<file path="config.mk">
export PLATFORM = sky130hd
export DESIGN_NAME = playfair_digram_cipher
export DESIGN_NICKNAME = d
export VERILOG_FILES = /design/src/rtl/core/pfc_pkg.sv /design/src/rtl/core/pfc_front.sv /design/src/rtl/core/pfc_back.sv /design/src/rtl/core/playfair_digram_cipher.sv
export SDC_FILE = /design/constraint.sdc
export NUM_CORES = 1
export LEC_CHECK = 0
export ABC_AREA = 1
export BUFFER_PORTS_ARGS = -buffer_cell sky130_fd_sc_hd__buf_2
export CAP_MARGIN = 20
export CELL_PAD_IN_SITES_DETAIL_PLACEMENT = 1
export CELL_PAD_IN_SITES_GLOBAL_PLACEMENT = 2
export CORE_ASPECT_RATIO = 0.75
export CORE_UTILIZATION = 40
export CTS_BUF_LIST = sky130_fd_sc_hd__clkbuf_4 sky130_fd_sc_hd__clkbuf_8 sky130_fd_sc_hd__clkbuf_16
export DETAILED_ROUTE_END_ITERATION = 8
export GPL_ROUTABILITY_DRIVEN = 0
export PLACE_DENSITY = 0.91
export SETUP_SLACK_MARGIN = 0.15
export SLEW_MARGIN = 30
export SYNTH_ARGS = -nofsm -noshare
export SYNTH_HDL_FRONTEND = slang
export SYNTH_HIERARCHICAL = 1
export SYNTH_SLANG_ARGS = --single-unit
</file>
<file path="constraint.sdc">
create_clock -name clk -period 5 [get_ports clk]
set_clock_uncertainty 0.2 [all_clocks]
set_input_delay 0.25 -clock clk [delete_from_list [all_inputs] [get_ports clk]]
set_output_delay 0.25 -clock clk [all_outputs]
set_load 0.02 [all_outputs]
</file>
<file path="src/rtl/core/pfc_pkg.sv">
package pfc_pkg;

    localparam int SQUARE_DIM   = 5;
    localparam int SQUARE_CELLS = 25;
    localparam int LETTER_COUNT = 26;

    localparam logic [4:0] LETTER_I = 5'd8;
    localparam logic [4:0] LETTER_J = 5'd9;
    localparam logic [4:0] LETTER_X = 5'd23;

    localparam logic [7:0] ASCII_UPPER_A = 8'h41;
    localparam logic [7:0] ASCII_UPPER_Z = 8'h5A;
    localparam logic [7:0] ASCII_LOWER_A = 8'h61;
    localparam logic [7:0] ASCII_LOWER_Z = 8'h7A;
    localparam logic [7:0] ASCII_CASE    = 8'h20;

    typedef enum logic [1:0] {
        FUNC_KEY_CHAR  = 2'd0,
        FUNC_KEY_END   = 2'd1,
        FUNC_TEXT_CHAR = 2'd2,
        FUNC_TEXT_END  = 2'd3
    } func_t;

    typedef struct packed {
        func_t      func;
        logic [4:0] letter;
        logic       is_letter;
    } item_t;

    typedef enum logic [2:0] {
        ST_IDLE,
        ST_SWEEP,
        ST_LOCATE,
        ST_EMIT_A,
        ST_EMIT_B
    } back_state_t;

    function automatic logic [2:0] add_mod5(input logic [2:0] a, input logic [2:0] step);
        logic [3:0] s;
        s = {1'b0, a} + {1'b0, step};
        if (s >= 4'(SQUARE_DIM))
        begin
            s = s - 4'(SQUARE_DIM);
        end
        return s[2:0];
    endfunction

    function automatic logic [4:0] cell_index(input logic [2:0] r, input logic [2:0] c);
        return {r, 2'b00} + {2'b00, r} + {2'b00, c};
    endfunction

endpackage

</file>
<file path="src/rtl/core/pfc_front.sv">
module pfc_front #(
    parameter int QUEUE_DEPTH = 2
) (
    input  logic           clk,
    input  logic           rst_n,
    input  logic           s_tvalid,
    output logic           s_tready,
    input  logic [7:0]     s_tdata,
    input  logic [1:0]     s_tuser,
    output logic           q_valid,
    input  logic           q_ready,
    output pfc_pkg::item_t q_item
);

    localparam int PTR_W = (QUEUE_DEPTH > 1) ? $clog2(QUEUE_DEPTH) : 1;
    localparam int CNT_W = $clog2(QUEUE_DEPTH + 1);

    pfc_pkg::item_t queue_mem [QUEUE_DEPTH];
    logic [PTR_W-1:0] wr_ptr_reg, wr_ptr_next;
    logic [PTR_W-1:0] rd_ptr_reg, rd_ptr_next;
    logic [CNT_W-1:0] count_reg, count_next;

    logic [7:0]     upper;
    pfc_pkg::item_t item_in;
    logic           push;
    logic           pop;

    // fold case, map J onto I
    always_comb
    begin
        upper = s_tdata;
        if (s_tdata >= pfc_pkg::ASCII_LOWER_A && s_tdata <= pfc_pkg::ASCII_LOWER_Z)
        begin
            upper = s_tdata - pfc_pkg::ASCII_CASE;
        end
        item_in.func      = pfc_pkg::func_t'(s_tuser);
        item_in.is_letter = (upper >= pfc_pkg::ASCII_UPPER_A)
                            && (upper <= pfc_pkg::ASCII_UPPER_Z);
        item_in.letter    = 5'(upper - pfc_pkg::ASCII_UPPER_A);
        if (item_in.letter == pfc_pkg::LETTER_J)
        begin
            item_in.letter = pfc_pkg::LETTER_I;
        end
    end

    assign s_tready = (count_reg != CNT_W'(QUEUE_DEPTH));
    assign q_valid  = (count_reg != '0);
    assign q_item   = queue_mem[rd_ptr_reg];
    assign push     = s_tvalid && s_tready;
    assign pop      = q_valid && q_ready;

    always_comb
    begin
        wr_ptr_next = wr_ptr_reg;
        rd_ptr_next = rd_ptr_reg;
        count_next  = count_reg;
        if (push)
        begin
            wr_ptr_next = (wr_ptr_reg == PTR_W'(QUEUE_DEPTH - 1)) ? '0 : wr_ptr_reg + 1'b1;
        end
        if (pop)
        begin
            rd_ptr_next = (rd_ptr_reg == PTR_W'(QUEUE_DEPTH - 1)) ? '0 : rd_ptr_reg + 1'b1;
        end
        if (push && !pop)
        begin
            count_next = count_reg + 1'b1;
        end
        else if (pop && !push)
        begin
            count_next = count_reg - 1'b1;
        end
    end

    always_ff @(posedge clk or negedge rst_n)
    begin
        if (!rst_n)
        begin
            wr_ptr_reg <= '0;
            rd_ptr_reg <= '0;
            count_reg  <= '0;
        end
        else
        begin
            wr_ptr_reg <= wr_ptr_next;
            rd_ptr_reg <= rd_ptr_next;
            count_reg  <= count_next;
        end
    end

    always_ff @(posedge clk)
    begin
        if (push)
        begin
            queue_mem[wr_ptr_reg] <= item_in;
        end
    end

endmodule

</file>
<file path="src/rtl/core/pfc_back.sv">
module pfc_back (
    input  logic           clk,
    input  logic           rst_n,
    input  logic           cfg_wr_en,
    input  logic           cfg_wr_data,
    input  logic           q_valid,
    output logic           q_ready,
    input  pfc_pkg::item_t q_item,
    output logic           m_tvalid,
    input  logic           m_tready,
    output logic [7:0]     m_tdata,
    output logic           m_tlast,
    output logic           m_tuser
);

    logic [4:0] square_mem [pfc_pkg::SQUARE_CELLS];
    logic [5:0] pos_mem    [pfc_pkg::LETTER_COUNT];

    pfc_pkg::back_state_t state_reg, state_next;

    logic        mode_reg;
    logic [25:0] seen_reg, seen_next;
    logic [4:0]  fill_cnt_reg, fill_cnt_next;
    logic [2:0]  fill_row_reg, fill_row_next;
    logic [2:0]  fill_col_reg, fill_col_next;
    logic        ready_reg, ready_next;
    logic [4:0]  pend_reg, pend_next;
    logic        pend_vld_reg, pend_vld_next;
    logic [4:0]  sweep_reg, sweep_next;
    logic        end_reg, end_next;
    logic        m_valid_reg, m_valid_next;
    logic [6:0]  m_letter_reg, m_letter_next;
    logic        m_last_reg, m_last_next;
    logic        m_status_reg, m_status_next;

    logic [5:0]  pos_a_reg, pos_b_reg;
    logic [4:0]  cell_a_reg, cell_b_reg;

    logic        pop;
    logic        out_free;
    logic        place_req;
    logic        place_en;
    logic [4:0]  place_letter;
    logic        pos_rd_en;
    logic [4:0]  rd_b_letter;
    logic        sq_rd_en;
    logic [2:0]  ra, ca, rb, cb, step;
    logic [4:0]  idx_a, idx_b;

    assign out_free = !m_valid_reg || m_tready;
    assign q_ready  = (state_reg == pfc_pkg::ST_IDLE) && out_free;
    assign pop      = q_valid && q_ready;

    always_comb
    begin
        state_next = state_reg;
        case (state_reg)
            pfc_pkg::ST_IDLE:
            begin
                if (pop)
                begin
                    case (q_item.func)
                        pfc_pkg::FUNC_KEY_END:
                        begin
                            if (!ready_reg)
                            begin
                                state_next = pfc_pkg::ST_SWEEP;
                            end
                        end
                        pfc_pkg::FUNC_TEXT_CHAR:
                        begin
                            if (ready_reg && q_item.is_letter && pend_vld_reg)
                            begin
                                state_next = pfc_pkg::ST_LOCATE;
                            end
                        end
                        pfc_pkg::FUNC_TEXT_END:
                        begin
                            if (ready_reg && pend_vld_reg)
                            begin
                                state_next = pfc_pkg::ST_LOCATE;
                            end
                        end
                        default:
                        begin
                            state_next = pfc_pkg::ST_IDLE;
                        end
                    endcase
                end
            end
            pfc_pkg::ST_SWEEP:
            begin
                if (sweep_reg == 5'(pfc_pkg::LETTER_COUNT - 1))
                begin
                    state_next = pfc_pkg::ST_IDLE;
                end
            end
            pfc_pkg::ST_LOCATE:
            begin
                state_next = pfc_pkg::ST_EMIT_A;
            end
            pfc_pkg::ST_EMIT_A:
            begin
                if (out_free)
                begin
                    state_next = pfc_pkg::ST_EMIT_B;
                end
            end
            pfc_pkg::ST_EMIT_B:
            begin
                if (out_free)
                begin
                    state_next = pfc_pkg::ST_IDLE;
                end
            end
            default:
            begin
                state_next = pfc_pkg::ST_IDLE;
            end
        endcase
    end

    always_comb
    begin
        ra    = pos_a_reg[5:3];
        ca    = pos_a_reg[2:0];
        rb    = pos_b_reg[5:3];
        cb    = pos_b_reg[2:0];
        step  = mode_reg ? 3'(pfc_pkg::SQUARE_DIM - 1) : 3'd1;
        if (ra == rb)
        begin
            idx_a = pfc_pkg::cell_index(ra, pfc_pkg::add_mod5(ca, step));
            idx_b = pfc_pkg::cell_index(rb, pfc_pkg::add_mod5(cb, step));
        end
        else if (ca == cb)
        begin
            idx_a = pfc_pkg::cell_index(pfc_pkg::add_mod5(ra, step), ca);
            idx_b = pfc_pkg::cell_index(pfc_pkg::add_mod5(rb, step), cb);
        end
        else
        begin
            idx_a = pfc_pkg::cell_index(ra, cb);
            idx_b = pfc_pkg::cell_index(rb, ca);
        end
    end

    always_comb
    begin
        place_req     = 1'b0;
        place_letter  = q_item.letter;
        pos_rd_en     = 1'b0;
        rd_b_letter   = q_item.letter;
        sq_rd_en      = 1'b0;
        ready_next    = ready_reg;
        pend_next     = pend_reg;
        pend_vld_next = pend_vld_reg;
        sweep_next    = sweep_reg;
        end_next      = end_reg;
        m_valid_next  = m_tready ? 1'b0 : m_valid_reg;
        m_letter_next = m_letter_reg;
        m_last_next   = m_last_reg;
        m_status_next = m_status_reg;

        case (state_reg)
            pfc_pkg::ST_IDLE:
            begin
                if (pop)
                begin
                    case (q_item.func)
                        pfc_pkg::FUNC_KEY_CHAR:
                        begin
                            place_req = !ready_reg && q_item.is_letter;
                        end
                        pfc_pkg::FUNC_KEY_END:
                        begin
                            sweep_next = '0;
                        end
                        default:
                        begin
                            if (!ready_reg)
                            begin
                                m_valid_next  = 1'b1;
                                m_letter_next = '0;
                                m_last_next   = (q_item.func == pfc_pkg::FUNC_TEXT_END);
                                m_status_next = 1'b1;
                            end
                            else if (q_item.func == pfc_pkg::FUNC_TEXT_CHAR)
                            begin
                                if (q_item.is_letter && !pend_vld_reg)
                                begin
                                    pend_next     = q_item.letter;
                                    pend_vld_next = 1'b1;
                                end
                                else if (q_item.is_letter)
                                begin
                                    pend_vld_next = 1'b0;
                                    pos_rd_en     = 1'b1;
                                    end_next      = 1'b0;
                                end
                            end
                            else if (pend_vld_reg)
                            begin
                                pend_vld_next = 1'b0;
                                pos_rd_en     = 1'b1;
                                rd_b_letter   = pfc_pkg::LETTER_X;
                                end_next      = 1'b1;
                            end
                        end
                    endcase
                end
            end
            pfc_pkg::ST_SWEEP:
            begin
                place_letter = sweep_reg;
                place_req    = (sweep_reg != pfc_pkg::LETTER_J);
                sweep_next   = sweep_reg + 1'b1;
                if (sweep_reg == 5'(pfc_pkg::LETTER_COUNT - 1))
                begin
                    ready_next = 1'b1;
                end
            end
            pfc_pkg::ST_LOCATE:
            begin
                sq_rd_en = 1'b1;
            end
            pfc_pkg::ST_EMIT_A:
            begin
                if (out_free)
                begin
                    m_valid_next  = 1'b1;
                    m_letter_next = pfc_pkg::ASCII_UPPER_A[6:0] + {2'b00, cell_a_reg};
                    m_last_next   = 1'b0;
                    m_status_next = 1'b0;
                end
            end
            pfc_pkg::ST_EMIT_B:
            begin
                if (out_free)
                begin
                    m_valid_next  = 1'b1;
                    m_letter_next = pfc_pkg::ASCII_UPPER_A[6:0] + {2'b00, cell_b_reg};
                    m_last_next   = end_reg;
                    m_status_next = 1'b0;
                end
            end
            default:
            begin
                place_req = 1'b0;
            end
        endcase
    end

    assign place_en = place_req && !seen_reg[place_letter]
                      && (fill_cnt_reg < 5'(pfc_pkg::SQUARE_CELLS));

    always_comb
    begin
        seen_next     = seen_reg;
        fill_cnt_next = fill_cnt_reg;
        fill_row_next = fill_row_reg;
        fill_col_next = fill_col_reg;
        if (place_en)
        begin
            seen_next     = seen_reg | (26'd1 << place_letter);
            fill_cnt_next = fill_cnt_reg + 1'b1;
            if (fill_col_reg == 3'(pfc_pkg::SQUARE_DIM - 1))
            begin
                fill_col_next = '0;
                fill_row_next = fill_row_reg + 1'b1;
            end
            else
            begin
                fill_col_next = fill_col_reg + 1'b1;
            end
        end
    end

    always_ff @(posedge clk or negedge rst_n)
    begin
        if (!rst_n)
        begin
            state_reg    <= pfc_pkg::ST_IDLE;
            mode_reg     <= 1'b0;
            seen_reg     <= '0;
            fill_cnt_reg <= '0;
            fill_row_reg <= '0;
            fill_col_reg <= '0;
            ready_reg    <= 1'b0;
            pend_reg     <= '0;
            pend_vld_reg <= 1'b0;
            sweep_reg    <= '0;
            end_reg      <= 1'b0;
            m_valid_reg  <= 1'b0;
        end
        else
        begin
            state_reg    <= state_next;
            if (cfg_wr_en)
            begin
                mode_reg <= cfg_wr_data;
            end
            seen_reg     <= seen_next;
            fill_cnt_reg <= fill_cnt_next;
            fill_row_reg <= fill_row_next;
            fill_col_reg <= fill_col_next;
            ready_reg    <= ready_next;
            pend_reg     <= pend_next;
            pend_vld_reg <= pend_vld_next;
            sweep_reg    <= sweep_next;
            end_reg      <= end_next;
            m_valid_reg  <= m_valid_next;
        end
    end

    always_ff @(posedge clk)
    begin
        m_letter_reg <= m_letter_next;
        m_last_reg   <= m_last_next;
        m_status_reg <= m_status_next;
    end

    always_ff @(posedge clk)
    begin
        if (place_en)
        begin
            square_mem[fill_cnt_reg] <= place_letter;
            pos_mem[place_letter]    <= {fill_row_reg, fill_col_reg};
        end
        if (pos_rd_en)
        begin
            pos_a_reg <= pos_mem[pend_reg];
            pos_b_reg <= pos_mem[rd_b_letter];
        end
        if (sq_rd_en)
        begin
            cell_a_reg <= square_mem[idx_a];
            cell_b_reg <= square_mem[idx_b];
        end
    end

    assign m_tvalid = m_valid_reg;
    assign m_tdata  = {1'b0, m_letter_reg};
    assign m_tlast  = m_last_reg;
    assign m_tuser  = m_status_reg;

endmodule

</file>
<file path="src/rtl/core/playfair_digram_cipher.sv">
// channel | dir | handshake         | content
// s_*     | in  | s_tvalid/s_tready | tdata: char_byte; tuser: func
// m_*     | out | m_tvalid/m_tready | tdata: out_letter; tlast: last; tuser: status
// cfg_*   | in  | cfg_wr_en         | cfg_wr_data: decrypt_mode
//
// Key characters and unpaired letters are handled in the back end's idle
// state. A digram goes through a position read and a square read, then two
// result transfers from the output register. Key end runs a sweep of the
// alphabet to fill the square. Reset clears the control state; the square
// itself is written before first use. The input queue keeps accepting
// transfers, until it is full, while the back end stalls on m_tready.
module playfair_digram_cipher #(
    parameter int QUEUE_DEPTH = 2
) (
    input  logic       clk,
    input  logic       rst_n,
    input  logic       s_tvalid,
    output logic       s_tready,
    input  logic [7:0] s_tdata,    // [7:0] char_byte
    input  logic [1:0] s_tuser,    // [1:0] func
    output logic       m_tvalid,
    input  logic       m_tready,
    output logic [7:0] m_tdata,    // [6:0] out_letter, [7] zero
    output logic       m_tlast,
    output logic       m_tuser,    // [0] status
    input  logic       cfg_wr_en,
    input  logic       cfg_wr_data
);

    logic           q_valid;
    logic           q_ready;
    pfc_pkg::item_t q_item;

    pfc_front #(
        .QUEUE_DEPTH (QUEUE_DEPTH)
    ) u_front (
        .clk      (clk),
        .rst_n    (rst_n),
        .s_tvalid (s_tvalid),
        .s_tready (s_tready),
        .s_tdata  (s_tdata),
        .s_tuser  (s_tuser),
        .q_valid  (q_valid),
        .q_ready  (q_ready),
        .q_item   (q_item)
    );

    pfc_back u_back (
        .clk         (clk),
        .rst_n       (rst_n),
        .cfg_wr_en   (cfg_wr_en),
        .cfg_wr_data (cfg_wr_data),
        .q_valid     (q_valid),
        .q_ready     (q_ready),
        .q_item      (q_item),
        .m_tvalid    (m_tvalid),
        .m_tready    (m_tready),
        .m_tdata     (m_tdata),
        .m_tlast     (m_tlast),
        .m_tuser     (m_tuser)
    );

endmodule

</file>
Word level (Yosys, flattened, before mapping)
Memories as Yosys holds them, arrays and structs flattened. A register that Yosys moved wholly into a read port is not among the register bits.
Cells that the tools add are included.
- $add $sub $neg: 30
- multiply operators: 0
- divide/modulo/power cells: 0
- $lt $le $gt $ge: 10
- equality and inequality tests: 28
- shift-type cells: 1
- multiplexer cells: 87
- bitwise logic cells: 2
- reduce and logical (&&, ||, !) cells: 40
- operators by type and width (operator ; count):
    5-bit 2-to-1 mux ; 14
    3-bit 2-to-1 mux ; 19
    5-bit by 3-bit adder with 5-bit output ; 10
    1-bit 2-to-1 mux ; 37
    7-bit 2-to-1 mux ; 5
    26-bit bitwise OR ; 1
    1-bit by 5-bit left shift with 26-bit output (first input constant) ; 1
    7-bit one-hot mux with 3 select lines ; 1
    3-bit by 3-bit adder with 4-bit output ; 4
    4-bit by 3-bit >= comparator with 1-bit output (second input constant) ; 4
    8-bit by 7-bit >= comparator with 1-bit output (second input constant) ; 2
    8-bit by 7-bit less-or-equal comparator with 1-bit output (second input constant) ; 2
    3-bit one-hot mux with 5 select lines ; 1
    7-bit by 5-bit adder with 7-bit output (first input constant) ; 2
    1-bit logical AND ; 14
    7-bit AND reduction ; 2
    2-bit != test (second input constant) ; 6
    6-bit AND reduction ; 2
    3-bit subtractor (second input constant) ; 4
    5-bit by 1-bit adder with 5-bit output (second input constant) ; 2
    2-bit by 1-bit != test with 1-bit output (second input constant) ; 5
    5-bit one-hot mux with 2 select lines ; 1
    5-bit AND reduction ; 2
    2-bit nonzero test ; 5
    other kinds (34) ; 52
- register bits: 68
- latch bits: 0
- bits in writable memories: 297
- memory bits (read-only): 0
- input bits: 16
- memories kept: 3
- memory list (name ; depth ; bits a word ; rd ports ; clocked after Yosys merged registers in ; wr ports ; line ; RTL):
    u_back.pos_mem ; 26 ; 6 ; 2 ; 2 ; 1 ; pfc_back.sv:17 ; logic [5:0] pos_mem [pfc_pkg::LETTER_COUNT];
    u_back.square_mem ; 25 ; 5 ; 2 ; 2 ; 1 ; pfc_back.sv:16 ; logic [4:0] square_mem [pfc_pkg::SQUARE_CELLS];
    u_front.queue_mem ; 2 ; 8 ; 1 ; 0 ; 1 ; pfc_front.sv:18 ; pfc_pkg::item_t queue_mem [QUEUE_DEPTH];

Longest topological paths before layout
- word-level depth: 10
- mapped depth: 25
- mapped depth without buffers: 25

Cells and area by module
The synthesis kept the hierarchy.
- modules (own cells, without submodules) (module ; times used ; cells an instance ; area each (sq um) ; sequential area each (sq um)):
    pfc_back ; 1 ; 2393 ; 20861.3 ; 10745.3
    pfc_front ; 1 ; 109 ; 1008.5 ; 580.6

Worst setup path before layout
Ideal clock, no wire load.
- path kind: register to register
- start: register u_back.mode_reg
- end: register u_back.cell_b_reg[0] (read register of u_back.square_mem) (data pin)
- data arrival time: 3.604 ns
- required time: 4.548 ns
- slack: 0.944 ns
- stages on the path, launching flop included: 22
- path through: dfrtp_1 inv_1 ha_1 ha_1 inv_1 ha_1 inv_1 nor2_1 o21bai_1 xor2_1 fa_1 fa_1 nand2_1 nand3_1 o21ai_2 inv_1 buf_4 nand3_1 nand3_1 nand2_1 nand2_1 nand2_1
- cells in the longest elaborated chain, start to end: 10
- RTL lines (element ; line ; RTL):
    start, declared ; pfc_back.sv:21 ; logic mode_reg;
    start signal, assigned ; pfc_back.sv:300 ; mode_reg <= cfg_wr_data;
    3-bit 2-to-1 mux (*) ; pfc_back.sv:129 ; step = mode_reg ? 3'(pfc_pkg::SQUARE_DIM - 1) : 3'd1;
    3-bit by 3-bit adder with 4-bit output ; pfc_pkg.sv:40 ; s = {1'b0, a} + {1'b0, step};
    4-bit by 3-bit >= comparator with 1-bit output / 3-bit subtractor (equally long branches) ; pfc_pkg.sv:41, pfc_pkg.sv:43 ;
    3-bit 2-to-1 mux ; pfc_pkg.sv:41 ; if (s >= 4'(SQUARE_DIM))
    3-bit 2-to-1 mux ; pfc_back.sv:135 ; else if (ca == cb)
    3-bit 2-to-1 mux ; pfc_back.sv:130 ; if (ra == rb)
    5-bit by 3-bit adder with 5-bit output (2 in a row) ; pfc_pkg.sv:49 ; return {r, 2'b00} + {2'b00, r} + {2'b00, c};
    5-bit 2-to-1 mux ; pfc_back.sv:135 ;
    5-bit 2-to-1 mux (*) ; pfc_back.sv:130 ;
    end, declared ; pfc_back.sv:37 ; logic [4:0] cell_a_reg, cell_b_reg;
Mark *: on every way between the ends. The rest lies on a longest branch, timed or not. The select of a mux whose other input is x is not followed.
A chain may end at the register's enable or synchronous reset.

Final worst setup path
- start: register u_back.pos_a_reg[0] (read register of u_back.pos_mem)
- end: register u_back.cell_a_reg[4] (read register of u_back.square_mem) (data pin)
- cells in the longest elaborated chain, start to end: 6
- RTL lines (element ; line ; RTL):
    start, declared ; pfc_back.sv:36 ; logic [5:0] pos_a_reg, pos_b_reg;
    3-bit by 3-bit adder with 4-bit output ; pfc_pkg.sv:40 ;
    4-bit by 3-bit >= comparator with 1-bit output / 3-bit subtractor (equally long branches) ; pfc_pkg.sv:41, pfc_pkg.sv:43 ;
    3-bit 2-to-1 mux ; pfc_pkg.sv:41 ;
    3-bit 2-to-1 mux ; pfc_back.sv:130 ;
    5-bit by 3-bit adder with 5-bit output ; pfc_pkg.sv:49 ;
    5-bit 2-to-1 mux (*) ; pfc_back.sv:130 ;
    end, declared ; pfc_back.sv:37 ;
Marks and branches as above.

==> results.txt <==
----------------------------------------------------
[CTS]
  Number of clock buffers inserted by TritonCTS ... 43
  Clock insertion delay at the later pin of the skew report ... roughly 0.60 ns
  CTS tree ... built
  Post-CTS clock slew at the launch and capture registers of the worst setup and hold paths ... around 0.06 ns
  Root buffer selected by CTS ... clkbuf_16
  Maximum level of the CTS H-tree ... 2
  Maximum clock path buffer count ... 3
  Clock sink total ... 387

[Setup path]
  Crit start category ... register
  Worst Setup End Kind ... register
  Data required time at the worst endpoint ... roughly 5.3 ns
  Setup crit start ... u_back/pos_a_reg[0]
  Worst stage delay on the critical path ... 0.55 ns
  Critical-path top delay cell ... edfxtp_1
  Reg-to-reg startpoint ... u_back/pos_a_reg[0]
  Data arrival at the endpoint of the critical path ... around 5 ns
  Series of cell instances along the critical path ... ha_1 > ha_1 > inv_1 > ha_1 > inv_1 > nor2_1 > nor2_1 > a311o_1 > xor2_1 > ha_1 > fa_1 > o21ai_2 > buf_4 > nand3_1 > nand2_1 > nand2_1 > nand3_1 > nand2_1 > nand2_1
  Setup CP Type ... reg2reg
  Largest fanout on the critical path ... 15

[Routing]
  First DRT Iteration DRCs ... around 2,000
  Number of antenna-violating nets in the routed design ... 0
  Routed wire length per instance ... around 23 um
  DR vias/cell ... about 5.7
  Detailed Route WL ... ~75,000 um
  DR DRC count ... 0
  WL met2 ... roughly 34,000 um
  Detailed Routing Iterations Pass 1 ... 7
  Total via count after detailed routing ... 18,700
  Top layer used by detailed routing ... met4
  Met1 Routed Length ... approximately 33,000 um
  Amount of wire on met3 after detailed routing ... ~6400 um

[Logic synthesis]
  Dominant cell by count in the synthesized netlist ... nand2_1
  Share of synthesized area occupied by flip-flops and latches ... 51.8%
  Library cell occupying the most area in the post-synthesis netlist ... edfxtp_1
  Cells taking the most area after synthesis ... edfxtp_1 (45%), nand2_1 (9.4%), nand3_1 (9.2%), dfrtp_1 (6.8%), inv_1 (5.6%)
  Number of flops mapped to enable cells by yosys ... about 330
  Number of synthesized register bits ... 387
  Net count of the mapped netlist ... 2,588
  Mean instance size in the synthesized netlist ... 8.74 sq um
  Most frequent cells after synthesis ... nand2_1 (549), nand3_1 (404), edfxtp_1 (328), inv_1 (327), nor2_1 (174)
  Cell count after synthesis ... between 2,000 and 3,000
  Dominant register cell in the synthesized netlist ... edfxtp_1
  Number of distinct standard cells referenced by the synthesized netlist ... 56
  Total number of yosys warnings ... 6
  Share of the synthesized area in the top cell type ... about 45%
  Asr flop ratio synth ... about 15%
  Post-Syn Area ... 21,900 sq um

[Placement]
  Post-DP HPWL ... about 51,000 um
  IO buf count ... 26

[Pwr]
  Combinational power share ... 36.7%
  Largest voltage drop on the vdd net ... 0.000371 V
  Sequential share of power ... a little over a third
  Final total power ... 11,300 uW
  Part of the total power dissipated in the clock network ... between 20 and 30%
  Leakage power of the design ... 0.0105 uW
  Switching Power ... between 4000 and 5000 uW
  Power density over cell area ... between 400 and 500 nW/um^2
  Design internal power ... between 6000 and 7000 uW
  Switching power as a share of total power ... 40.6%

[Layout]
  Number of flip-flops under the largest register name ... roughly 160
  FILL cells ... roughly 6,300
  Combined flip-flop and latch cell area ... ~11,000 sq um
  Post-synthesis to final-layout area growth ... 11.8%
  Ratio of cells with drive above 1 in the final layout ... between 10% and 20%
  Net total in the final layout ... roughly 2,600
  Area of combinational cells with multiple inputs ... 8750 sq um
  # diodes ... 0

[Floorplanning]
  Die Height ... 205 um
  Number of top-level pins ... 28
  Initial cell density of the core ... 40.9%
  Row Count ... 73
  Die Footprint ... ~56,000 sq um
  Horiz. Die Dim ... roughly 270 um
  Area of the core ... around 54,000 sq um

[STA]
  Final min period ... roughly 4.6 ns
  Tightest Pin Transition ... 0.985 ns
  Setup repair after global routing missed its margin ... false
  Timing-limited maximum frequency ... between 200 and 250 MHz
  Final total negative setup slack ... 0 ns
  Final hold violation count ... 0
  Setup violators final ... 0
  Tcrit/Tclk final ... between 90 and 100%
  Relative slew slack ... about a third
  Max-slew violation total from the final report ... 0

[GRT]
  Number of antenna violations at the first check in global routing ... 0
  Vias in the first global route ... ~19,000
  Remaining global-route overflow ... 0
  Total routing resource utilization after global routing ... roughly 27%
  First-pass GRT wire length ... around 110,000 um
  Largest net degree at the start of global routing ... just under 70

[Outcome]
  Outcome ... finished clean

[Min path]
  Hold path start ... s_tdata[1]
  Hold crit path type ... in2reg

[Run]
  Max Cap Violations ... 0

----------------------------------------------------
-- path summary, 6_finish.rpt --
| check | end | slack, ns | cells after the start |
|---|---|---|---|
| max reg2reg | u_back/cell_a_reg[4] | 0.37 | 19 |
| min reg2reg | u_back/seen_reg[3] | 0.25 | 2 |
| min in group asynchronous | u_front/wr_ptr_reg | 0.19 | 3 |
| min | u_front/queue_mem[1][4] | 0.03 | 5 |
| max | u_back/cell_a_reg[4] | 0.37 | 19 |
| max in group asynchronous | u_back/mode_reg | 3.78 | 3 |
-- final cells by class --
| type | instances | area share, % |
|---|---|---|
| timing repair buffer | 104 | 3.24 |
| clock buffer | 57 | 4.96 |
| sequential | 387 | 46.3 |
| multi-input combinational | 1655 | 35.8 |
| tap | 712 | 3.64 |
| clock inverter | 23 | 0.701 |
| inverter | 344 | 5.34 |
-- kinds of logic after synthesis --
kind of cell             Yosys count  share of synthesized area [%]
other                              1                         0.0171
flip-flops                       387                           51.8
AO/OA/AOI/OAI                    361                           10.1
XOR/XNOR                          32                           1.32
AND/OR/NAND/NOR                 1189                           23.8
adder cells (fa/ha/maj)           70                           4.28
buffers and inverters            460                           8.59
multiplexers                       2                         0.0973
-- per-stage QoR --
| stage | setup WS, ns | hold WS (ns) | cell area, sq um | cells | util [%] |
|---|---|---|---|---|---|
| 6_report | 0.366 | 0.0310 | 24500 | 3282 | 45.7 |
| 5_1_grt | 0.135 | 0.0906 | 24500 | 3282 | 45.7 |
| 4_1_cts | 0.181 | 0.0176 | 24300 | 3277 | 45.5 |
| 3_5_place_dp | 0.113 | 0.238 | 22800 | 3183 | 42.6 |
| 3_3_place_gp | 0.396 | 0.229 | 22800 | 3183 | 42.6 |
| 2_1_floorplan | 0.944 | -0.246 | 21900 | 2502 | - |
-- layer usage --
layer  GRT usage [%]  vias up
met1            38.6     9350
li1                -     8506
met2            42.0      763
met3            5.01       95
met5               0        -
met4            6.48        0
-- repair_timing --
item                       4_1_cts  5_1_grt
pin swaps                        0        1
setup endpoints to repair        6       10
setup buffers                    0        5
hold buffers                    14        0
hold endpoints to repair        79        0
resized for setup                2       12
-- cell usage in the layout, fill, tap and decap left out, types with 12 or more instances in the layout --
cell type	instances
nand2_1	546
nand3_1	404
edfxtp_1	328
inv_1	324
nor2_1	174
o21ai_0	138
a21oi_1	76
o211ai_1	66
ha_1	62
buf_4	60
dfrtp_1	51
clkbuf_16	43
buf_2	26
o21ai_2	25
xor2_1	21
dlygate4sd3_1	14
clkinv_2	13
o221ai_1	13
clkinv_1	12
-- power by group through the flow --
| stage | registers (uW) | clock network [uW] | logic [uW] |
|---|---|---|---|
| after floorplan | 4110 | 0 | 2470 |
| final | 4040 | 3140 | 4170 |
| after global placement | 4090 | 0 | 3850 |
| after CTS | 4030 | 3180 | 4050 |
| after detailed placement | 4100 | 0 | 4010 |
| after global routing | 4050 | 3290 | 4490 |
-- critical path, delay by kind of cell (launching register included) --
| kind | cells | cell delay [ns] |
|---|---|---|
| flops | 1 | 0.55 |
| fa+ha+maj | 5 | 1.42 |
| buf+inv | 3 | 0.51 |
| simple gates | 8 | 0.75 |
| xor+xnor | 1 | 0.17 |
| compound gates | 2 | 0.88 |
(Power assumes the default switching activity.)
